## src/rtl/lnps_pkg.sv

```systemverilog
// ----------------------------------------------------------------------------
// lnps_pkg
// Shared types, constants and helpers for the last-note priority stack.
// ----------------------------------------------------------------------------
package lnps_pkg;

    localparam int CHANNELS   = 2;
    localparam int NOTE_SLOTS = 129;
    localparam int CH_W       = (CHANNELS > 1) ? $clog2(CHANNELS) : 1;
    localparam int DEPTH      = CHANNELS * NOTE_SLOTS;
    localparam int ADDR_W     = $clog2(DEPTH);

    // sentinel slot / "no note" / "not held" marker
    localparam logic [7:0] NONE_VAL = 8'd128;

    typedef enum logic [1:0] {
        OP_NOTE_ON  = 2'd0,
        OP_NOTE_OFF = 2'd1,
        OP_ALL_OFF  = 2'd2,
        OP_UNUSED   = 2'd3
    } lnps_op_t;

    typedef enum logic [1:0] {
        CFG_LOW_CH0  = 2'd0,
        CFG_HIGH_CH0 = 2'd1,
        CFG_LOW_CH1  = 2'd2,
        CFG_HIGH_CH1 = 2'd3
    } lnps_cfg_idx_t;

    typedef struct packed {
        logic [7:0] prev;
        logic [7:0] next;
        logic [7:0] vel;
    } lnps_entry_t;

    typedef struct packed {
        logic              re;
        logic [ADDR_W-1:0] raddr;
        logic              we;
        logic [ADDR_W-1:0] waddr;
        lnps_entry_t       wdata;
    } lnps_mem_req_t;

    function automatic logic [7:0] slot_of(input logic [7:0] v);
        return (v > NONE_VAL) ? NONE_VAL : v;
    endfunction

    function automatic logic [ADDR_W-1:0] slot_addr(input logic [CH_W-1:0] ch,
                                                    input logic [7:0] slot);
        return ADDR_W'(ch * NOTE_SLOTS) + ADDR_W'(slot);
    endfunction

endpackage

```

## src/rtl/lnps_ctrl.sv

```systemverilog
// ----------------------------------------------------------------------------
// lnps_ctrl
// Sequencer: runs each word as a chain of read-modify-write steps on the
// link store, keeps the per-channel top and the output register.
// ----------------------------------------------------------------------------
module lnps_ctrl
    import lnps_pkg::*;
(
    input  logic            clk,
    input  logic            rst_n,
    input  logic            start,
    output logic            idle,
    input  logic [1:0]      op,
    input  logic [CH_W-1:0] ch,
    input  logic [6:0]      note,
    input  logic [6:0]      vel,
    input  logic            in_range,
    output lnps_mem_req_t   req,
    input  lnps_entry_t     rd_data,
    output logic            out_valid,
    input  logic            out_ready,
    output logic [7:0]      out_note,
    output logic [7:0]      out_vel,
    output logic            out_held
);

    typedef enum logic [4:0] {
        S_CLEAR,
        S_IDLE,
        S_ON_RD_N,
        S_ON_CHK_N,
        S_ON_RERD,
        S_ON_WR_N,
        S_ON_RD_T,
        S_ON_WR_T,
        S_OFF_RD_N,
        S_OFF_CHK_N,
        S_UL_RD_P,
        S_UL_WR_P,
        S_UL_RD_X,
        S_UL_WR_X,
        S_ALL_CHK,
        S_ALL_WR,
        S_OUT_RD,
        S_OUT_WAIT
    } state_t;

    state_t            state_reg, state_next;
    logic [1:0]        op_reg, op_next;
    logic [CH_W-1:0]   ch_reg, ch_next;
    logic [6:0]        n_reg, n_next;
    logic [6:0]        vel_reg, vel_next;
    logic [7:0]        p_reg, p_next;
    logic [7:0]        x_reg, x_next;
    logic [7:0]        t_reg, t_next;
    logic [ADDR_W-1:0] cnt_reg, cnt_next;
    logic [7:0]        top_reg [CHANNELS];
    logic [7:0]        top_next [CHANNELS];
    logic              out_valid_reg, out_valid_next;
    logic [7:0]        out_note_reg, out_note_next;
    logic [7:0]        out_vel_reg, out_vel_next;
    logic              out_held_reg, out_held_next;

    logic [7:0]        t_cur;
    logic [7:0]        n_slot;
    logic              n_is_top;

    assign t_cur    = top_reg[ch_reg];
    assign n_slot   = {1'b0, n_reg};
    assign n_is_top = (n_slot == t_cur);

    always_comb
    begin
        state_next     = state_reg;
        op_next        = op_reg;
        ch_next        = ch_reg;
        n_next         = n_reg;
        vel_next       = vel_reg;
        p_next         = p_reg;
        x_next         = x_reg;
        t_next         = t_reg;
        cnt_next       = cnt_reg;
        top_next       = top_reg;
        out_valid_next = out_valid_reg;
        out_note_next  = out_note_reg;
        out_vel_next   = out_vel_reg;
        out_held_next  = out_held_reg;
        req            = '0;
        req.wdata      = rd_data;

        if (out_valid_reg && out_ready)
        begin
            out_valid_next = 1'b0;
        end

        unique case (state_reg)
            S_CLEAR:
            begin
                req.we    = 1'b1;
                req.waddr = cnt_reg;
                req.wdata = '{prev: NONE_VAL, next: NONE_VAL, vel: NONE_VAL};
                cnt_next  = cnt_reg + 1'b1;
                if (cnt_reg == ADDR_W'(DEPTH - 1))
                begin
                    state_next = S_IDLE;
                end
            end
            S_IDLE:
            begin
                if (start)
                begin
                    op_next  = op;
                    ch_next  = ch;
                    n_next   = note;
                    vel_next = vel;
                    cnt_next = '0;
                    priority if (op == OP_ALL_OFF)
                        state_next = S_ALL_CHK;
                    else if (op == OP_NOTE_ON && in_range)
                        state_next = S_ON_RD_N;
                    else if (op == OP_NOTE_OFF && in_range)
                        state_next = S_OFF_RD_N;
                    else
                        state_next = S_OUT_RD;
                end
            end
            S_ON_RD_N, S_ON_RERD:
            begin
                req.re     = 1'b1;
                req.raddr  = slot_addr(ch_reg, n_slot);
                state_next = (state_reg == S_ON_RD_N) ? S_ON_CHK_N : S_ON_WR_N;
            end
            S_ON_CHK_N, S_ON_WR_N:
            begin
                if (state_reg == S_ON_CHK_N && rd_data.vel != NONE_VAL && !n_is_top)
                begin
                    // held below the top: unlink first, then re-read
                    p_next     = slot_of(rd_data.prev);
                    x_next     = slot_of(rd_data.next);
                    state_next = S_UL_RD_P;
                end
                else
                begin
                    req.we         = 1'b1;
                    req.waddr      = slot_addr(ch_reg, n_slot);
                    req.wdata.prev = n_is_top ? rd_data.prev : t_cur;
                    req.wdata.vel  = {1'b0, vel_reg};
                    if (n_is_top)
                    begin
                        state_next = S_OUT_RD;
                    end
                    else
                    begin
                        t_next           = t_cur;
                        top_next[ch_reg] = n_slot;
                        state_next       = S_ON_RD_T;
                    end
                end
            end
            S_ON_RD_T:
            begin
                req.re     = 1'b1;
                req.raddr  = slot_addr(ch_reg, t_reg);
                state_next = S_ON_WR_T;
            end
            S_ON_WR_T:
            begin
                req.we         = 1'b1;
                req.waddr      = slot_addr(ch_reg, t_reg);
                req.wdata.next = n_slot;
                state_next     = S_OUT_RD;
            end
            S_OFF_RD_N:
            begin
                req.re     = 1'b1;
                req.raddr  = slot_addr(ch_reg, n_slot);
                state_next = S_OFF_CHK_N;
            end
            S_OFF_CHK_N:
            begin
                if (rd_data.vel == NONE_VAL)
                begin
                    state_next = S_OUT_RD;
                end
                else
                begin
                    req.we        = 1'b1;
                    req.waddr     = slot_addr(ch_reg, n_slot);
                    req.wdata.vel = NONE_VAL;
                    if (n_is_top)
                    begin
                        req.wdata.prev   = NONE_VAL;
                        top_next[ch_reg] = slot_of(rd_data.prev);
                        state_next       = S_OUT_RD;
                    end
                    else
                    begin
                        p_next     = slot_of(rd_data.prev);
                        x_next     = slot_of(rd_data.next);
                        state_next = S_UL_RD_P;
                    end
                end
            end
            S_UL_RD_P:
            begin
                req.re     = 1'b1;
                req.raddr  = slot_addr(ch_reg, p_reg);
                state_next = S_UL_WR_P;
            end
            S_UL_WR_P:
            begin
                req.we         = 1'b1;
                req.waddr      = slot_addr(ch_reg, p_reg);
                req.wdata.next = x_reg;
                state_next     = S_UL_RD_X;
            end
            S_UL_RD_X:
            begin
                req.re     = 1'b1;
                req.raddr  = slot_addr(ch_reg, x_reg);
                state_next = S_UL_WR_X;
            end
            S_UL_WR_X:
            begin
                req.we         = 1'b1;
                req.waddr      = slot_addr(ch_reg, x_reg);
                req.wdata.prev = p_reg;
                state_next     = (op_reg == OP_NOTE_ON) ? S_ON_RERD : S_OUT_RD;
            end
            S_ALL_CHK:
            begin
                // walk bounded to one step per slot
                if (t_cur == NONE_VAL || cnt_reg == ADDR_W'(NOTE_SLOTS))
                begin
                    top_next[ch_reg] = NONE_VAL;
                    state_next       = S_OUT_RD;
                end
                else
                begin
                    req.re     = 1'b1;
                    req.raddr  = slot_addr(ch_reg, t_cur);
                    state_next = S_ALL_WR;
                end
            end
            S_ALL_WR:
            begin
                req.we           = 1'b1;
                req.waddr        = slot_addr(ch_reg, t_cur);
                req.wdata.vel    = NONE_VAL;
                top_next[ch_reg] = slot_of(rd_data.prev);
                cnt_next         = cnt_reg + 1'b1;
                state_next       = S_ALL_CHK;
            end
            S_OUT_RD:
            begin
                req.re     = 1'b1;
                req.raddr  = slot_addr(ch_reg, t_cur);
                state_next = S_OUT_WAIT;
            end
            S_OUT_WAIT:
            begin
                if (!out_valid_reg || out_ready)
                begin
                    out_valid_next = 1'b1;
                    out_note_next  = t_cur;
                    out_vel_next   = rd_data.vel;
                    out_held_next  = (t_cur != NONE_VAL);
                    state_next     = S_IDLE;
                end
            end
            default:
            begin
                state_next = S_IDLE;
            end
        endcase
    end

    always_ff @(posedge clk or negedge rst_n)
    begin
        if (!rst_n)
        begin
            state_reg     <= S_CLEAR;
            cnt_reg       <= '0;
            out_valid_reg <= 1'b0;
            for (int i = 0; i < CHANNELS; i++)
            begin
                top_reg[i] <= NONE_VAL;
            end
        end
        else
        begin
            state_reg     <= state_next;
            op_reg        <= op_next;
            ch_reg        <= ch_next;
            n_reg         <= n_next;
            vel_reg       <= vel_next;
            p_reg         <= p_next;
            x_reg         <= x_next;
            t_reg         <= t_next;
            cnt_reg       <= cnt_next;
            top_reg       <= top_next;
            out_valid_reg <= out_valid_next;
            out_note_reg  <= out_note_next;
            out_vel_reg   <= out_vel_next;
            out_held_reg  <= out_held_next;
        end
    end

    assign idle      = (state_reg == S_IDLE);
    assign out_valid = out_valid_reg;
    assign out_note  = out_note_reg;
    assign out_vel   = out_vel_reg;
    assign out_held  = out_held_reg;

endmodule

```

## config.mk

```make
export PLATFORM = sky130hd
export DESIGN_NAME = lnps_ctrl
export DESIGN_NICKNAME = d
export VERILOG_FILES = /design/src/rtl/lnps_pkg.sv /design/src/rtl/lnps_ctrl.sv
export SDC_FILE = /design/constraint.sdc
export NUM_CORES = 1
export LEC_CHECK = 0
export ABC_AREA = 1
export BUFFER_PORTS_ARGS = -buffer_cell sky130_fd_sc_hd__buf_2
export CORE_ASPECT_RATIO = 0.6
export CORE_MARGIN = 2
export CORE_UTILIZATION = 45
export CTS_BUF_LIST = sky130_fd_sc_hd__clkbuf_16
export DETAILED_ROUTE_END_ITERATION = 8
export GPL_TIMING_DRIVEN = 0
export PLACE_DENSITY = 0.64
export RECOVER_POWER = 25
export SYNTH_ARGS = -nofsm -noshare
export SYNTH_HDL_FRONTEND = slang
export SYNTH_SLANG_ARGS = --single-unit
```

## constraint.sdc

```tcl
create_clock -name clk -period 6.91 [get_ports clk]
set_input_delay 1.382 -clock clk [delete_from_list [all_inputs] [get_ports clk]]
set_output_delay 1.382 -clock clk [all_outputs]
set_load 0.005 [all_outputs]
```

## After elaboration in Yosys (flattened, before gate mapping)

Index checks and enable logic that the tools add are counted.

| cells by class | value |
|---|---|
| $add $sub $neg | 6 |
| multiply operators | 1 |
| order comparisons | 4 |
| equal/unequal tests | 36 |
| muxes and demuxes | 54 |
| bitwise gates (word level) | 6 |
| reductions and logical operators | 27 |

Operators with widths:

| operator | count |
|---|---|
| 2-to-1 mux 8 bit | 16 |
| 2-to-1 mux 16 bit | 5 |
| case mux 5 bit (16 select lines) | 1 |
| case mux 10 bit (7 select lines) | 1 |
| case mux 16 bit (4 select lines) | 1 |
| 2-to-1 mux 5 bit | 12 |
| case mux 10 bit (6 select lines) | 1 |
| case mux 8 bit (3 select lines) | 2 |
| equality test 5 x 4 -> 1 bit (second input constant) | 8 |
| adder 9 x 8 -> 9 bit | 4 |
| 2-to-1 mux 18 bit | 2 |
| bitwise mux 16 bit | 2 |
| case mux 8 bit (2 select lines) | 2 |
| case mux 8 bit (4 select lines) | 1 |
| equality test 5 x 3 -> 1 bit (second input constant) | 4 |
| inequality test 2 bit (second input constant) | 10 |
| case mux 9 bit (2 select lines) | 1 |
| equality test 8 bit (second input constant) | 2 |
| > comparator 8 bit (second input constant) | 2 |
| inequality test 8 bit (second input constant) | 2 |
| AND 14 bit | 1 |
| inverter 14 bit | 1 |
| equality test 5 x 2 -> 1 bit (second input constant) | 2 |
| equality test 5 bit (second input constant) | 2 |
| other kinds (33) | 49 |

| word-level totals | value |
|---|---|
| register bits after elaboration | 89 |
| input bits | 46 |
| output and inout bits | 63 |

## Depth between registers and ports, before layout

| depth | value |
|---|---|
| depth in word-level cells | 9 |
| mapped depth | 14 |

## Least setup slack after synthesis

OpenSTA, ideal clock, no wires.

| path | value |
|---|---|
| path type | input -> output |
| start point | input rd_data[6] (netlist bit) |
| end point | output req[0] (netlist bit) |
| arrival | 2.388 ns |
| setup slack | 3.140 ns |
| stages | 10 |
| path through | inv_1 -> nand4_1 -> nor2_1 -> inv_1 -> nand2_1 -> inv_1 -> nand2_4 -> inv_2 -> a21oi_4 -> o21ai_2 |

RTL lines:

| item | RTL line | source |
|---|---|---|
| from (decl) | lnps_ctrl.sv:19 | `input lnps_entry_t rd_data,` |
| to (decl) | lnps_ctrl.sv:18 | `output lnps_mem_req_t req,` |

==> results.ini <==
[power_and_ir_drop]
p_sw_mw = 1.252
p_comb_share_pct = 50.3
p_leak_nw = 3.691
cellPowerDensity_nw_per_um2 = 354.4
ir_worst_vdd_mv = 0.1631
switching_share_pct = 47.32
power_mw = 2.646
p_int_mw = 1.394
p_clk_share_pct = 19.0
pwr-share-seq_pct = 30.7

[worst_setup_path]
critPathSlowestCell = edfxtp_1
crit_arrival_ps = 3550
worst-path-max-fanout = 13
cp_top_family = simple AND/OR/NAND/NOR gates
worstPathCellList = inv_1 -> clkbuf_1 -> nand2_4 -> nand2_1 -> nand2_2 -> nand3_2 -> nor2_4 -> nand2_4 -> nand2_4 -> nand2_2 -> nand2_4 -> nand2_1 -> nand3_1 -> buf_2
start_kind = register
path_common_cell = nand2_4
required_ps = 5530
slowest_delay_ps = 860
endpoint_kind = output port
reg2reg_slack_ps = 2890
cp_num_buf_inv = 3
crit_type = reg -> out

[global_route]
grt_pass1_wl_microns = 33110
grt_max_degree = 34
antenna_found_initial = 0
grt_pass1_vias = 5806
gr-total-overflow = 0
grt_use_total_pct = 29.48

[clock_network]
clk_pin_slew_ps = 70
cts_buffer_depth = 2
cts_tree = yes
ctsRootBufferMaster = clkbuf_16
post_cts_buffers = 0
worstSkewPairLatency_ps = 360
cts_hold_buf = 0
cts_resized = 0
clock_sinks = 89
cts_max_level = 3
cts_made_buffers = 9

[timing]
period_share_pct = 71.43
tightest_slew_ps = 1987
fin_crit_ps = 4936
fin_hold_ws_ps = 496.1
fin_ws_ps = 1974
clock_skew_ps = 6.782
finalSetupViolCount = 0
max-slew-margin-rel_pct = -32.47
setup_tns_ps = 0
clock.fmax_mhz = 202.6
drv_slew = 34
hold_violations = 0
rsz0062_at_grt = false

[synth]
syn_nets = 913
yosysTopAreaCell = edfxtp_1
ys_top_cells_by_area = edfxtp_1 (27%), nand2_1 (15%), dfrtp_1 (11%)
synth_ff_type = edfxtp_1
synthCells = 853
synth_top_area_share_pct = 27.23
ys_types = 48
syn-cell-area_sq_um = 6396
syn_area_per_cell_sq_um = 7.498
synth-seq-cells = 89
synthMostInstantiatedCell = nand2_1
yosysWarnings = 0
synthArstFlopShare_pct = 34.83
synth_edf_count = 58
ys_top_cells_by_count = nand2_1 (254), inv_1 (113), nor2_1 (68)
yosysSeqAreaShare_pct = 39.40

[placed_design]
io_buffers = 107
hpwl_microns = 16920
place_congestion = 1.011
dp_slack_ps = 2651

[floorplanning]
core_area_sq_um = 13750
die_w_microns = 157.9
die_area_sq_um = 15220
fp.dieH_microns = 96.35
pin_count = 109
start_util_pct = 46.52
rows = 33

[finish]
fin_nets = 1033
n_antenna_cell = 0
syn2layout_area_growth_pct = 16.73
post_route_cells_drive_above_1_share_pct = 18.51

[drt]
via_count = 6507
ant_nets = 0
drcViolationCount = 0
detail_route.wl_per_cell_microns = 18.63
routed_wl_microns = 21800
viasPerCell = 5.562
first_iter_violations = 896
first_pass_iters = 5

[status]
outcome = finished with violations
failed_checks = max-capacitance violations, max-slew violations

[worst_hold_path]
hp-class = reg -> reg

[job]
cap_viol_max_count = 1

==> cell families after synthesis <==
group                      share of synthesized area (%)
AOI/OAI and AO/OA                                  10.76
xor gates and xnor gates                           3.150
adders and majority gates                          2.739
buffers and inverters                              8.666
DFF                                                39.40
and+or+nand+nor                                    35.29
==> metal layers <==
layer  wire (microns)  vias to the layer above  global-route usage [%]
li1                 -                     3096                       -
met1            10200                     2972                   45.29
met2             8144                      403                   39.06
met3             3100                       36                   9.950
met4              351                        0                   6.439
met5                0                        -                       0
==> power groups by stage <==
| stage | logic [mW] | registers [mW] | clock network, mW |
|---|---|---|---|
| 6_report | 1.33 | 0.813 | 0.502 |
| 5_1_grt | 1.46 | 0.824 | 0.527 |
| 4_1_cts | 1.31 | 0.808 | 0.511 |
| 3_5_place_dp | 1.30 | 0.819 | 0 |
| 3_3_place_gp | 1.29 | 0.821 | 0 |
| 2_1_floorplan | 0.848 | 0.784 | 0 |
==> path summary, 6_finish.rpt <==
path / from / cells after the start / to
worst min register to register: register / 2 / register
max in group asynchronous: rst_n / 1 / cnt_reg[0]
worst max register to register: ch_reg / 13 / x_reg[5]
worst min-delay path: register / 2 / register
min in group asynchronous: rst_n / 1 / asynchronous set/reset pin
worst max-delay path: ch_reg / 14 / req[32]
==> worst reg2reg max path, cell delays in order (launching register included) <==
cell      delay, ps
edfxtp_1        720
inv_1           360
clkbuf_1        470
nand2_4          50
nand2_1         370
nand2_2         100
nand3_2         110
nor2_4           70
nand2_4         100
nand2_4          60
nand2_2         120
nand2_1          80
nor3_2          870
buf_6           250
==> stage by stage <==
| step | instances | utilization [%] | area, sq um |
|---|---|---|---|
| floorplan | 853 | - | 6396 |
| finish | 1170 | 54.30 | 7466 |
| global placement | 1152 | 52.16 | 7172 |
| CTS | 1170 | 54.55 | 7501 |
| global route | 1170 | 54.30 | 7466 |
| detailed placement | 1154 | 52.40 | 7204 |
==> area by class of cell <==
| cell class | instances | area (sq um) |
|---|---|---|
| flip-flops and latches | 89 | 2520 |
| well taps | 192 | 240.2 |
| inverters | 125 | 469.2 |
| clock buffers | 9 | 225.2 |
| multi-input cells | 626 | 3314 |
| repair buffers | 109 | 548.0 |
| clock inverters | 7 | 71.32 |
| fillers | 1389 | 6284 |
| plain buffers | 13 | 77.57 |
==> cells in the final DEF, fill, tap and decap left out, drive strengths merged, types with 2 or more instances in the layout <==
cell and instances:
nand4 38, o21ai 40, o221ai 11, nand2 277, nor2 75, dfstp 2, edfxtp 58, or2 6
o31ai 3, buf 106, a22oi 4, and3 2, nand3 66, xor2 15, inv 127, xnor2 8
o2111ai 2, clkinv 5, a31oi 5, a21oi 28, nand3b 2, dfrtp 29, o211ai 2, ha 14
clkbuf 25, nor3 14, o22ai 8
(Power assumes the default switching activity.)
